File: src/hw/rtl/sbcd_pkg.sv
package sbcd_pkg;

	localparam int FRAME_LENGTH_DEF  = 25;
	localparam int FRACTION_BITS_DEF = 16;

	localparam int BYTE_W   = 8;
	localparam int CHAN_W   = 3;
	localparam int RAW_W    = 11;
	localparam int NORM_W   = 19;
	localparam int REG_W    = 3 * RAW_W;
	localparam int CFG_IDX_W = 2;

	localparam logic [BYTE_W-1:0] HEADER_BYTE = 8'h0f;
	localparam int KEPT_BYTES = 10;

	// byte counts at which a channel completes
	localparam int CNT_CH0 = 3;
	localparam int CNT_CH1 = 4;
	localparam int CNT_CH2 = 6;
	localparam int CNT_CH3 = 7;
	localparam int CNT_CH4 = 8;
	localparam int CNT_CH5 = 10;

	localparam logic [CHAN_W-1:0] CH0 = 3'd0;
	localparam logic [CHAN_W-1:0] CH1 = 3'd1;
	localparam logic [CHAN_W-1:0] CH2 = 3'd2;
	localparam logic [CHAN_W-1:0] CH3 = 3'd3;
	localparam logic [CHAN_W-1:0] CH4 = 3'd4;
	localparam logic [CHAN_W-1:0] CH5 = 3'd5;

	localparam logic [CFG_IDX_W-1:0] REG_LO_FIRST  = 2'd0;
	localparam logic [CFG_IDX_W-1:0] REG_LO_SECOND = 2'd1;
	localparam logic [CFG_IDX_W-1:0] REG_HI_FIRST  = 2'd2;
	localparam logic [CFG_IDX_W-1:0] REG_HI_SECOND = 2'd3;

	localparam logic [REG_W-1:0] LO_FIRST_RST  = 33'd1355424076;
	localparam logic [REG_W-1:0] LO_SECOND_RST = 33'd604275028;
	localparam logic [REG_W-1:0] HI_FIRST_RST  = 33'd7234504404;
	localparam logic [REG_W-1:0] HI_SECOND_RST = 33'd7989855923;

	localparam logic signed [NORM_W-1:0] NORM_MAX = 19'sd262143;
	localparam logic signed [NORM_W-1:0] NORM_MIN = -19'sd262144;

	localparam int QUEUE_DEPTH = 2;

	typedef struct packed {
		logic [CHAN_W-1:0] chan;
		logic [RAW_W-1:0]  raw;
		logic [RAW_W-1:0]  lo;
		logic [RAW_W-1:0]  hi;
	} qent_t;

	typedef struct packed {
		logic  push;
		qent_t ent;
	} qwr_t;

endpackage

File: src/hw/rtl/sbcd_front.sv
module sbcd_front
	import sbcd_pkg::*;
#(
	parameter int FRAME_LENGTH = FRAME_LENGTH_DEF
) (
	input  logic                 clk,
	input  logic                 arst_n,
	input  logic                 push,
	input  logic                 full,
	input  logic [BYTE_W-1:0]    rx_byte,
	input  logic                 cfg_write,
	input  logic [CFG_IDX_W-1:0] cfg_index,
	input  logic [REG_W-1:0]     cfg_data,
	output qwr_t                 q_wr
);

	localparam int POS_W = $clog2(FRAME_LENGTH);
	localparam int CNT_W = POS_W + 1;

	logic [POS_W-1:0]  pos_q;
	logic [BYTE_W-1:0] frame_q [1:KEPT_BYTES-1];
	logic [REG_W-1:0]  lo_first_q, lo_second_q, hi_first_q, hi_second_q;

	logic [BYTE_W-1:0] w [1:KEPT_BYTES-1];
	logic [CNT_W-1:0]  count;
	logic              accept;
	logic              hit;
	logic [CHAN_W-1:0] chan;
	logic [RAW_W-1:0]  raw, lo, hi;
	logic [POS_W-1:0]  pos_nx;

	assign accept = push && !full;

	always_comb begin
		// newest byte is seen before it lands in the frame store
		for (int i = 1; i < KEPT_BYTES; i++) begin
			w[i] = (pos_q == POS_W'(i)) ? rx_byte : frame_q[i];
		end
		count = CNT_W'(pos_q) + CNT_W'(1);
		hit   = 1'b0;
		chan  = CH0;
		raw   = '0;
		lo    = '0;
		hi    = '0;
		unique case (count)
			CNT_W'(CNT_CH0): begin
				hit  = 1'b1;
				chan = CH0;
				raw  = {w[2][2:0], w[1]};
				lo   = lo_first_q[RAW_W-1:0];
				hi   = hi_first_q[RAW_W-1:0];
			end
			CNT_W'(CNT_CH1): begin
				hit  = 1'b1;
				chan = CH1;
				raw  = {w[3][5:0], w[2][7:3]};
				lo   = lo_first_q[2*RAW_W-1:RAW_W];
				hi   = hi_first_q[2*RAW_W-1:RAW_W];
			end
			CNT_W'(CNT_CH2): begin
				hit  = 1'b1;
				chan = CH2;
				raw  = {w[5][0], w[4], w[3][7:6]};
				lo   = lo_first_q[3*RAW_W-1:2*RAW_W];
				hi   = hi_first_q[3*RAW_W-1:2*RAW_W];
			end
			CNT_W'(CNT_CH3): begin
				hit  = 1'b1;
				chan = CH3;
				raw  = {w[6][3:0], w[5][7:1]};
				lo   = lo_second_q[RAW_W-1:0];
				hi   = hi_second_q[RAW_W-1:0];
			end
			CNT_W'(CNT_CH4): begin
				hit  = 1'b1;
				chan = CH4;
				raw  = {w[7][6:0], w[6][7:4]};
				lo   = lo_second_q[2*RAW_W-1:RAW_W];
				hi   = hi_second_q[2*RAW_W-1:RAW_W];
			end
			CNT_W'(CNT_CH5): begin
				hit  = 1'b1;
				chan = CH5;
				raw  = {w[9][1:0], w[8], w[7][7]};
				lo   = lo_second_q[3*RAW_W-1:2*RAW_W];
				hi   = hi_second_q[3*RAW_W-1:2*RAW_W];
			end
			default: begin
				hit = 1'b0;
			end
		endcase
		pos_nx = (count >= CNT_W'(FRAME_LENGTH)) ? '0 : count[POS_W-1:0];
	end

	assign q_wr.push     = accept && hit;
	assign q_wr.ent.chan = chan;
	assign q_wr.ent.raw  = raw;
	assign q_wr.ent.lo   = lo;
	assign q_wr.ent.hi   = hi;

	always_ff @(posedge clk or negedge arst_n) begin
		if (!arst_n) begin
			pos_q       <= '0;
			lo_first_q  <= LO_FIRST_RST;
			lo_second_q <= LO_SECOND_RST;
			hi_first_q  <= HI_FIRST_RST;
			hi_second_q <= HI_SECOND_RST;
		end else begin
			// idle: only the header opens a frame
			if (accept && (pos_q != '0 || rx_byte == HEADER_BYTE)) begin
				pos_q <= pos_nx;
			end
			if (cfg_write) begin
				case (cfg_index)
					REG_LO_FIRST:  lo_first_q  <= cfg_data;
					REG_LO_SECOND: lo_second_q <= cfg_data;
					REG_HI_FIRST:  hi_first_q  <= cfg_data;
					REG_HI_SECOND: hi_second_q <= cfg_data;
					default: ;
				endcase
			end
		end
	end

	always_ff @(posedge clk) begin
		for (int i = 1; i < KEPT_BYTES; i++) begin
			if (accept && pos_q == POS_W'(i)) begin
				frame_q[i] <= rx_byte;
			end
		end
	end

endmodule

File: src/hw/rtl/sbcd_queue.sv
module sbcd_queue
	import sbcd_pkg::*;
(
	input  logic  clk,
	input  logic  arst_n,
	input  qwr_t  q_wr,
	input  logic  q_pop,
	output logic  q_full,
	output logic  q_empty,
	output qent_t q_data
);

	localparam int PTR_W = $clog2(QUEUE_DEPTH);
	localparam int CNT_W = $clog2(QUEUE_DEPTH + 1);

	qent_t            ent_q [QUEUE_DEPTH];
	logic [PTR_W-1:0] wr_ptr_q, rd_ptr_q;
	logic [CNT_W-1:0] cnt_q;
	logic             do_wr, do_rd;

	assign q_full  = (cnt_q == CNT_W'(QUEUE_DEPTH));
	assign q_empty = (cnt_q == '0);
	assign q_data  = ent_q[rd_ptr_q];
	assign do_wr   = q_wr.push && !q_full;
	assign do_rd   = q_pop && !q_empty;

	always_ff @(posedge clk or negedge arst_n) begin
		if (!arst_n) begin
			wr_ptr_q <= '0;
			rd_ptr_q <= '0;
			cnt_q    <= '0;
		end else begin
			if (do_wr) begin
				wr_ptr_q <= (wr_ptr_q == PTR_W'(QUEUE_DEPTH - 1)) ? '0 : wr_ptr_q + PTR_W'(1);
			end
			if (do_rd) begin
				rd_ptr_q <= (rd_ptr_q == PTR_W'(QUEUE_DEPTH - 1)) ? '0 : rd_ptr_q + PTR_W'(1);
			end
			if (do_wr && !do_rd) begin
				cnt_q <= cnt_q + CNT_W'(1);
			end else if (do_rd && !do_wr) begin
				cnt_q <= cnt_q - CNT_W'(1);
			end
		end
	end

	always_ff @(posedge clk) begin
		if (do_wr) begin
			ent_q[wr_ptr_q] <= q_wr.ent;
		end
	end

endmodule

File: src/hw/rtl/sbcd_back.sv
module sbcd_back
	import sbcd_pkg::*;
#(
	parameter int FRACTION_BITS = FRACTION_BITS_DEF
) (
	input  logic                     clk,
	input  logic                     arst_n,
	input  logic                     q_empty,
	input  qent_t                    q_data,
	output logic                     q_pop,
	input  logic                     pop,
	output logic                     empty,
	output logic [CHAN_W-1:0]        channel_index,
	output logic [RAW_W-1:0]         raw_value,
	output logic signed [NORM_W-1:0] normalized_value
);

	localparam int DIV_W  = RAW_W + FRACTION_BITS;
	localparam int STEP_W = $clog2(DIV_W + 1);
	localparam int DIF_W  = RAW_W + 1;

	localparam logic [1:0] ST_IDLE = 2'd0;
	localparam logic [1:0] ST_DIV  = 2'd1;
	localparam logic [1:0] ST_FIN  = 2'd2;

	logic [1:0]               state_q;
	logic [STEP_W-1:0]        cnt_q;
	logic [RAW_W-1:0]         rem_q, dmag_q;
	logic [DIV_W-1:0]         dq_q;
	logic                     neg_q, zs_q;
	logic signed [NORM_W-1:0] res_q;
	logic [CHAN_W-1:0]        chan_q;
	logic [RAW_W-1:0]         raw_q;

	logic                     out_valid_q;
	logic [CHAN_W-1:0]        out_chan_q;
	logic [RAW_W-1:0]         out_raw_q;
	logic signed [NORM_W-1:0] out_norm_q;

	logic signed [DIF_W-1:0]  num, span;
	logic [DIF_W-1:0]         num_abs, span_abs;
	logic signed [NORM_W-1:0] zs_val;
	logic [DIF_W-1:0]         trial, diff;
	logic                     ge;
	logic                     ovf;
	logic [NORM_W-1:0]        mag;
	logic signed [NORM_W-1:0] sat, final_val;
	logic                     fin_go;

	always_comb begin
		num      = DIF_W'(q_data.raw) - DIF_W'(q_data.lo);
		span     = DIF_W'(q_data.hi) - DIF_W'(q_data.lo);
		num_abs  = num[DIF_W-1] ? DIF_W'(-num) : DIF_W'(num);
		span_abs = span[DIF_W-1] ? DIF_W'(-span) : DIF_W'(span);
		if (num == '0) begin
			zs_val = '0;
		end else if (num[DIF_W-1]) begin
			zs_val = NORM_MIN;
		end else begin
			zs_val = NORM_MAX;
		end

		// restoring step: remainder stays below the divisor
		trial = {rem_q, dq_q[DIV_W-1]};
		diff  = trial - {1'b0, dmag_q};
		ge    = (trial >= {1'b0, dmag_q});

		ovf = |dq_q[DIV_W-1:NORM_W-1];
		mag = dq_q[NORM_W-1:0];
		if (neg_q) begin
			sat = ovf ? NORM_MIN : -$signed(mag);
		end else begin
			sat = ovf ? NORM_MAX : $signed(mag);
		end
		final_val = zs_q ? res_q : sat;
	end

	assign q_pop  = (state_q == ST_IDLE) && !q_empty;
	assign fin_go = (state_q == ST_FIN) && (!out_valid_q || pop);

	always_ff @(posedge clk or negedge arst_n) begin
		if (!arst_n) begin
			state_q     <= ST_IDLE;
			out_valid_q <= 1'b0;
		end else begin
			unique case (state_q)
				ST_IDLE: begin
					if (!q_empty) begin
						state_q <= (span == '0) ? ST_FIN : ST_DIV;
					end
				end
				ST_DIV: begin
					if (cnt_q == STEP_W'(1)) begin
						state_q <= ST_FIN;
					end
				end
				ST_FIN: begin
					if (fin_go) begin
						state_q <= ST_IDLE;
					end
				end
				default: begin
					state_q <= ST_IDLE;
				end
			endcase
			if (fin_go) begin
				out_valid_q <= 1'b1;
			end else if (pop) begin
				out_valid_q <= 1'b0;
			end
		end
	end

	always_ff @(posedge clk) begin
		if (q_pop) begin
			chan_q <= q_data.chan;
			raw_q  <= q_data.raw;
			zs_q   <= (span == '0);
			res_q  <= zs_val;
			neg_q  <= num[DIF_W-1] ^ span[DIF_W-1];
			dmag_q <= span_abs[RAW_W-1:0];
			rem_q  <= '0;
			dq_q   <= {num_abs[RAW_W-1:0], FRACTION_BITS'(0)};
			cnt_q  <= STEP_W'(DIV_W);
		end else if (state_q == ST_DIV) begin
			rem_q <= ge ? diff[RAW_W-1:0] : trial[RAW_W-1:0];
			dq_q  <= {dq_q[DIV_W-2:0], ge};
			cnt_q <= cnt_q - STEP_W'(1);
		end
		if (fin_go) begin
			out_chan_q <= chan_q;
			out_raw_q  <= raw_q;
			out_norm_q <= final_val;
		end
	end

	assign empty            = !out_valid_q;
	assign channel_index    = out_chan_q;
	assign raw_value        = out_raw_q;
	assign normalized_value = out_norm_q;

endmodule

File: src/hw/rtl/sbus_channel_decoder_top.sv
// Channel    | Handshake          | Payload
// -----------+--------------------+------------------------------------------
// byte in    | push / full        | rx_byte
// result out | empty / pop        | channel_index, raw_value, normalized_value
// config     | cfg_write          | cfg_index, cfg_data
//
// A byte that completes no channel is taken while full is low.
// Each result passes through the one-bit-per-cycle restoring divider,
// except with a zero span, which skips the divider.
// A two-entry request queue feeds the divider; full holds off every byte while it holds two.
// The result register frees the divider while a result waits for pop.
// Reset clears the byte count, presets bounds; the frame store is written before read.
module sbus_channel_decoder_top
	import sbcd_pkg::*;
#(
	parameter int FRAME_LENGTH  = FRAME_LENGTH_DEF,
	parameter int FRACTION_BITS = FRACTION_BITS_DEF
) (
	input  logic                     clk,
	input  logic                     arst_n,
	input  logic                     push,
	output logic                     full,
	input  logic [BYTE_W-1:0]        rx_byte,
	output logic                     empty,
	input  logic                     pop,
	output logic [CHAN_W-1:0]        channel_index,
	output logic [RAW_W-1:0]         raw_value,
	output logic signed [NORM_W-1:0] normalized_value,
	input  logic                     cfg_write,
	input  logic [CFG_IDX_W-1:0]     cfg_index,
	input  logic [REG_W-1:0]         cfg_data
);

	qwr_t  q_wr;
	logic  q_full, q_empty, q_pop;
	qent_t q_data;

	assign full = q_full;

	sbcd_front #(
		.FRAME_LENGTH(FRAME_LENGTH)
	) u_front (
		.clk      (clk),
		.arst_n   (arst_n),
		.push     (push),
		.full     (q_full),
		.rx_byte  (rx_byte),
		.cfg_write(cfg_write),
		.cfg_index(cfg_index),
		.cfg_data (cfg_data),
		.q_wr     (q_wr)
	);

	sbcd_queue u_queue (
		.clk    (clk),
		.arst_n (arst_n),
		.q_wr   (q_wr),
		.q_pop  (q_pop),
		.q_full (q_full),
		.q_empty(q_empty),
		.q_data (q_data)
	);

	sbcd_back #(
		.FRACTION_BITS(FRACTION_BITS)
	) u_back (
		.clk             (clk),
		.arst_n          (arst_n),
		.q_empty         (q_empty),
		.q_data          (q_data),
		.q_pop           (q_pop),
		.pop             (pop),
		.empty           (empty),
		.channel_index   (channel_index),
		.raw_value       (raw_value),
		.normalized_value(normalized_value)
	);

`ifndef SYNTHESIS
	a_no_push_when_full: assert property (@(posedge clk) disable iff (!arst_n)
		!(q_wr.push && q_full))
		else $error("request pushed into a full queue");

	a_no_pop_when_empty: assert property (@(posedge clk) disable iff (!arst_n)
		!(q_pop && q_empty))
		else $error("request taken from an empty queue");

	a_chan_range: assert property (@(posedge clk) disable iff (!arst_n)
		!empty |-> (channel_index <= CH5))
		else $error("result carries a channel index beyond five");

	a_push_needs_accept: assert property (@(posedge clk) disable iff (!arst_n)
		q_wr.push |-> (push && !full))
		else $error("request queued without an accepted byte");
`endif

endmodule

File: config.mk
export PLATFORM = sky130hd
export DESIGN_NAME = sbus_channel_decoder_top
export DESIGN_NICKNAME = d
export VERILOG_FILES = /design/src/hw/rtl/sbcd_pkg.sv /design/src/hw/rtl/sbcd_front.sv /design/src/hw/rtl/sbcd_queue.sv /design/src/hw/rtl/sbcd_back.sv /design/src/hw/rtl/sbus_channel_decoder_top.sv
export SDC_FILE = /design/constraint.sdc
export NUM_CORES = 1
export LEC_CHECK = 0
export BUFFER_PORTS_ARGS = -buffer_cell sky130_fd_sc_hd__buf_2
export CORE_MARGIN = 5
export CORE_UTILIZATION = 67
export CTS_CLUSTER_SIZE = 10
export DETAILED_ROUTE_END_ITERATION = 10
export PLACE_DENSITY_LB_ADDON = 0.25
export SLEW_MARGIN = 40
export SYNTH_ARGS = -nofsm -noshare
export SYNTH_HDL_FRONTEND = slang
export SYNTH_HIERARCHICAL = 1
export SYNTH_SLANG_ARGS = --single-unit
File: constraint.sdc
create_clock -name clk -period 8.95 [get_ports clk]
set_input_delay 1.79 -clock clk [delete_from_list [all_inputs] [get_ports clk]]
set_output_delay 1.79 -clock clk [all_outputs]
set_load 0.01 [all_outputs]
# Yosys cells after proc, flatten, opt, wreduce, memory -nomap -nowiden
# Memories as Yosys holds them, arrays and structs flattened.
# Index checks and enable logic that the tools add are counted.
# Widths: inputs -> output; s select.
[totals] regBits=266 latch_bits=0 ram_bits=144 romBits=0 in_bits=48 out_inout_bits=35 elab_cells=195 mem_count=2
[memory_table] name="u_front.frame_q" words=9 word_bits=8 rd=9 rd_clocked_by_memory_dff=0 wr=1 line="sbcd_front.sv:21" text="logic [BYTE_W-1:0] frame_q [1:KEPT_BYTES-1];"
[memory_table] name="u_queue.ent_q" words=2 word_bits=36 rd=1 rd_clocked_by_memory_dff=0 wr=1 line="sbcd_queue.sv:16" text="qent_t ent_q [QUEUE_DEPTH];"
[op_classes] add_sub_neg=12 n_mul=0 div=0 magnitude_cmp=2 eq_ne=26 shifts=0 muxes=80 bitwise=1 reduce_logical=49
[ops] op="$pmux 11 s6" count=3
[ops] op="$mux 8" count=16
[ops] op="$mux 19" count=5
[ops] op="$reduce_or 8->1" count=8
[ops] op="$mux 27" count=2
[ops] op="$mux 1" count=33
[ops] op="$mux 11" count=3
[ops] op="$mux 4" count=8
[ops] op="$logic_not 12->1" count=2
[ops] op="$sub 11x11->12" count=2
[ops] op="$neg 11->11" count=2
[ops] op="$eq 5x3->1 const B" count=4
[ops] op="$neg 19->19" count=1
[ops] op="$eq 6x3->1 const B" count=3
[ops] op="$logic_and 1x1->1" count=18
[ops] op="$pmux 3 s5" count=1
[ops] op="$mux 2" count=7
[ops] op="$eq 6x4->1 const B" count=2
[ops] op="$ge 12x11->1" count=1
[ops] op="$sub 11x11->11" count=1
[ops] op="$eq 5x1->1 const B" count=2
[ops] op="$eq 5x2->1 const B" count=2
[ops] op="$eq 5x4->1 const B" count=2
[ops] op="$reduce_or 9->1" count=1
[ops] op="23 further kinds" count=41

# Longest topological paths before layout
[depth] depth_word=15 ltp_mapped=15 ltp_nobuf=12

# Modules after synthesis
# The synthesis kept the hierarchy.
[by_module_without_submodules] mod="sbcd_front" n_inst=1 cells_per_inst=677 area_each_um2=9475.3
[by_module_without_submodules] mod="sbcd_back" n_inst=1 cells_per_inst=686 area_each_um2=6383.6
[by_module_without_submodules] mod="sbcd_queue" n_inst=1 cells_per_inst=131 area_each_um2=2944.1

# Worst setup path before layout
# No wires, ideal clock.
[synth_timing] path_type="input to register" startpoint="input port push" endpoint="memory u_queue/ent_q[0][0] in the netlist's numbering (enable)" setup_time_ns=0.429 t_arrival_ns=3.885 t_required_ns=8.521 setup_slack_ns=4.636 cell_stages=6 n_path_buf=1 cell_sequence="nand2b_1 > clkbuf_1 > inv_1 > o31a_1 > nand2_1 > nor2_1"
[synth_lines] item="start, declared" line="sbus_channel_decoder_top.sv:21" text="input logic push,"
[synth_lines] item="end, declared" line="sbcd_queue.sv:16"

==> results.yml <==
status:
  status: "finished clean"
clocking:
  insertion_delay_ns: 0.55
  clock-sinks: 381
  cts.path.max_buffers: 3
  htreeDepth: 2
  hold_buffers: 0
  root_buffer: "clkbuf_16"
  cts_made_buffers: 45
  clkTransAtPathRegs_ns: 0.05
  post-cts-setup-buffers: 0
  cts_tree: "built"
  ctsResizeCount: 0
worst_setup_path:
  slowest_delay_ns: 0.85
  setup.worst_path.end_class: "register"
  critPathSlowestCell: "dfrtp_4"
  start_kind: "register"
  arrival_ns: 4.14
  r2r_end: "u_back/dq_q[23]"
  path_max_fanout: 37
  cp_top_family: "compound AO/OA/AOI/OAI gates"
  cp.required_ns: 9.24
  rrSetupSlack_ns: 5.10
  crit_buf_inv: 1
  crit_chain: "mux2_2 -> ha_1 -> nor2b_1 -> o221a_2 -> a211oi_1 -> nand2b_1 -> a21oi_1 -> clkinv_1 -> o21ai_0 -> xnor2_1 -> o21ai_0"
  cp_common_cell: "o21ai_0"
  reg2reg_depth: 11
  critPathKind: "register to register"
  reg2reg_from: "u_queue/rd_ptr_q"
finish:
  drive_above_1_share_pct: 29.9
  final_core_util_pct: 75.0
  area_delta_synth_final_pct: 10.8
  final_nets: 1657
  antennaDiodeCount: 0
route:
  vias: 12479
  first_pass_iters: 5
  wl_per_cell_um: 21.2
  route.detailed.drc: 0
  vias_per_cell: 6.32
  drt_iter0_markers: 1249
  ant_nets: 0
  wl_um: 42000
power_and_ir_drop:
  p_per_area_nw_per_um2: 314
  vdd_drop_max_uv: 366
  power_leakage_nw: 7.99
timing:
  slew_headroom_pct: 44.8
  setup_viol_count_final: 0
  tightest_slew_ns: 0.827
  fin_crit_sh_pct: 43.0
  fin_crit_ns: 3.85
  hold_viol_final: 0
  finClkSkew_ns: 0.0263
  rsz0062_at_grt: "no"
  fin_setup_tns_ns: 0
  slew_violations: 0
  fmax_mhz: 260
synth:
  ys_warn_count: 6
  synth.area.top_cells: "edfxtp_1 33%, dfrtp_1 12%, mux2_2 11%"
  syn_nets: 1589
  ys_types: 89
  syn-instance-count: 1494
  synth_edf_count: 205
  syn_area_per_cell_um2: 12.6
  yosysMostFrequentCell: "edfxtp_1"
  synth_top_family_by_area: "multiplexers"
  synthTopCellsByCount: "205 x edfxtp_1, 188 x mux2_2, 102 x nand2_1, 87 x dfrtp_1, 75 x nor2_1"
  yosys.area_share.simple_pct: 9.21
  synth_top_cell_by_area: "edfxtp_1"
  synth_adder_area_share_pct: 3.25
  synth_compound_area_share_pct: 11.9
  synth_seq_area_share_pct: 55.7
  muxShareOfSynthArea_pct: 14.2
  synth_top_area_share_pct: 32.7
  netlist_area_um2: 18800
  ys_seq_elements: 381
  ys.flop_type: "edfxtp_1"
  synth-xor-area-share_pct: 2.24
  async_reset_ff_share_pct: 37.8
floorplanning:
  core-area_um2: 27800
  num_rows: 61
  fp.dieW_um: 178
  io_pins: 83
  die_area_um2: 31500
  start_util_pct: 67.7
  dieHeight_um: 178
global_routing:
  grt.overflow.total: 0
  grt_pass1_wl_um: 67700
  grt_max_degree: 79
  grt_pass1_vias: 12647
  grt_antenna_before_repair: 0
  track_usage_pct: 27.0
worst_hold_path:
  min_path_cells: 0
  hold_class: "register to register"
  hold_start: "u_back/raw_q[10]"
  whs_endpoint: "u_back/raw_value[10]"
job:
  cap_violations: 0
placed_design:
  port_buffers: 82
  globalplace.congestion: 0.900
  dp_hpwl_um: 26800
==> where the power goes <==
part           total, mW  switching, mW  internal (mW)
Sequential          2.55          0.284           2.26
Clock               1.66          0.687          0.974
Combinational       2.33           1.34          0.981
Total               6.53           2.32           4.22
==> sequential cells by signal, summed over array words and instances, names as in the netlist, 19 cells and up <==
signal	flops
u_front/hi_first_q	33
u_back/normalized_value	19
u_front/lo_second_q	33
u_front/lo_first_q	33
u_front/hi_second_q	33
u_queue/ent_q	72
u_back/dq_q	27
u_front/frame_q	60
==> worst max-delay path by stage <==
stage | startpoint | endpoint | depth (start not counted)
after detailed placement | u_queue/rd_ptr_q | u_back/dq_q[23] | 11
after floorplan | push | u_queue/ent_q[0][0] | 6
after global placement | u_queue/rd_ptr_q | u_back/dq_q[25] | 11
after global routing | u_queue/rd_ptr_q | u_back/dq_q[23] | 11
final | u_queue/rd_ptr_q | u_back/dq_q[23] | 11
after CTS | u_queue/rd_ptr_q | u_back/dq_q[23] | 11
==> routing by layer <==
layer,vias up,global-route usage (%),routed length [um]
met3,72,4.01,2690
met2,481,46.1,21200
met1,6157,36.2,17000
met4,0,7.90,1020
met5,-,0,0
li1,5769,-,-
==> layout by cell type, fill, tap and decap left out, drive strengths merged, types with 18 or more instances in the layout <==
cell	count
a22oi	63
edfxtp	205
nand2	102
o221ai	33
a21oi	48
nand3	29
buf	105
inv	58
o21ai	65
dfrtp	87
nor2b	18
dfstp	57
nor3	25
dfxtp	32
clkbuf	77
xnor2	30
xor2	18
ha	44
nor2	77
nand2b	18
mux2	222
==> cell families after synthesis <==
group,count (synthesis)
DFF,381
and+or+nand+nor,335
AOI/OAI and AO/OA,315
muxes,228
buffers and inverters,140
xor gates and xnor gates,48
adders and majority gates,47
==> cell type report <==
class | instances | area (um2)
tap | 378 | 473
timing repair buffer | 105 | 613
clock buffer | 77 | 1280
sequential | 381 | 10500
inverter | 56 | 210
multi-input combinational | 973 | 7710
fill | 1793 | 6950
clock inverter | 5 | 72.6
==> worst reg2reg max path, stage by stage (launching register included) <==
cell,delay [ns]
dfrtp_4,0.85
mux2_2,0.46
ha_1,0.28
nor2b_1,0.19
o221a_2,0.27
a211oi_1,0.11
nand2b_1,0.17
a21oi_1,0.43
clkinv_1,0.37
o21ai_0,0.20
xnor2_1,0.16
o21ai_0,0.11
==> metrics by stage <==
step	power [mW]	instance area [um2]	hold WS (ns)	cells	setup WS [ns]
3_3_place_gp	4.74	19400	0.405	1892	5.05
2_1_floorplan	4.33	18800	0.400	1494	4.64
6_report	6.53	20800	0.416	1975	5.10
3_5_place_dp	4.84	19500	0.405	1893	5.17
5_1_grt	6.92	20800	0.428	1975	4.86
4_1_cts	6.53	20800	0.418	1975	5.12
No activity file was read; power rests on OpenSTA's default activity.
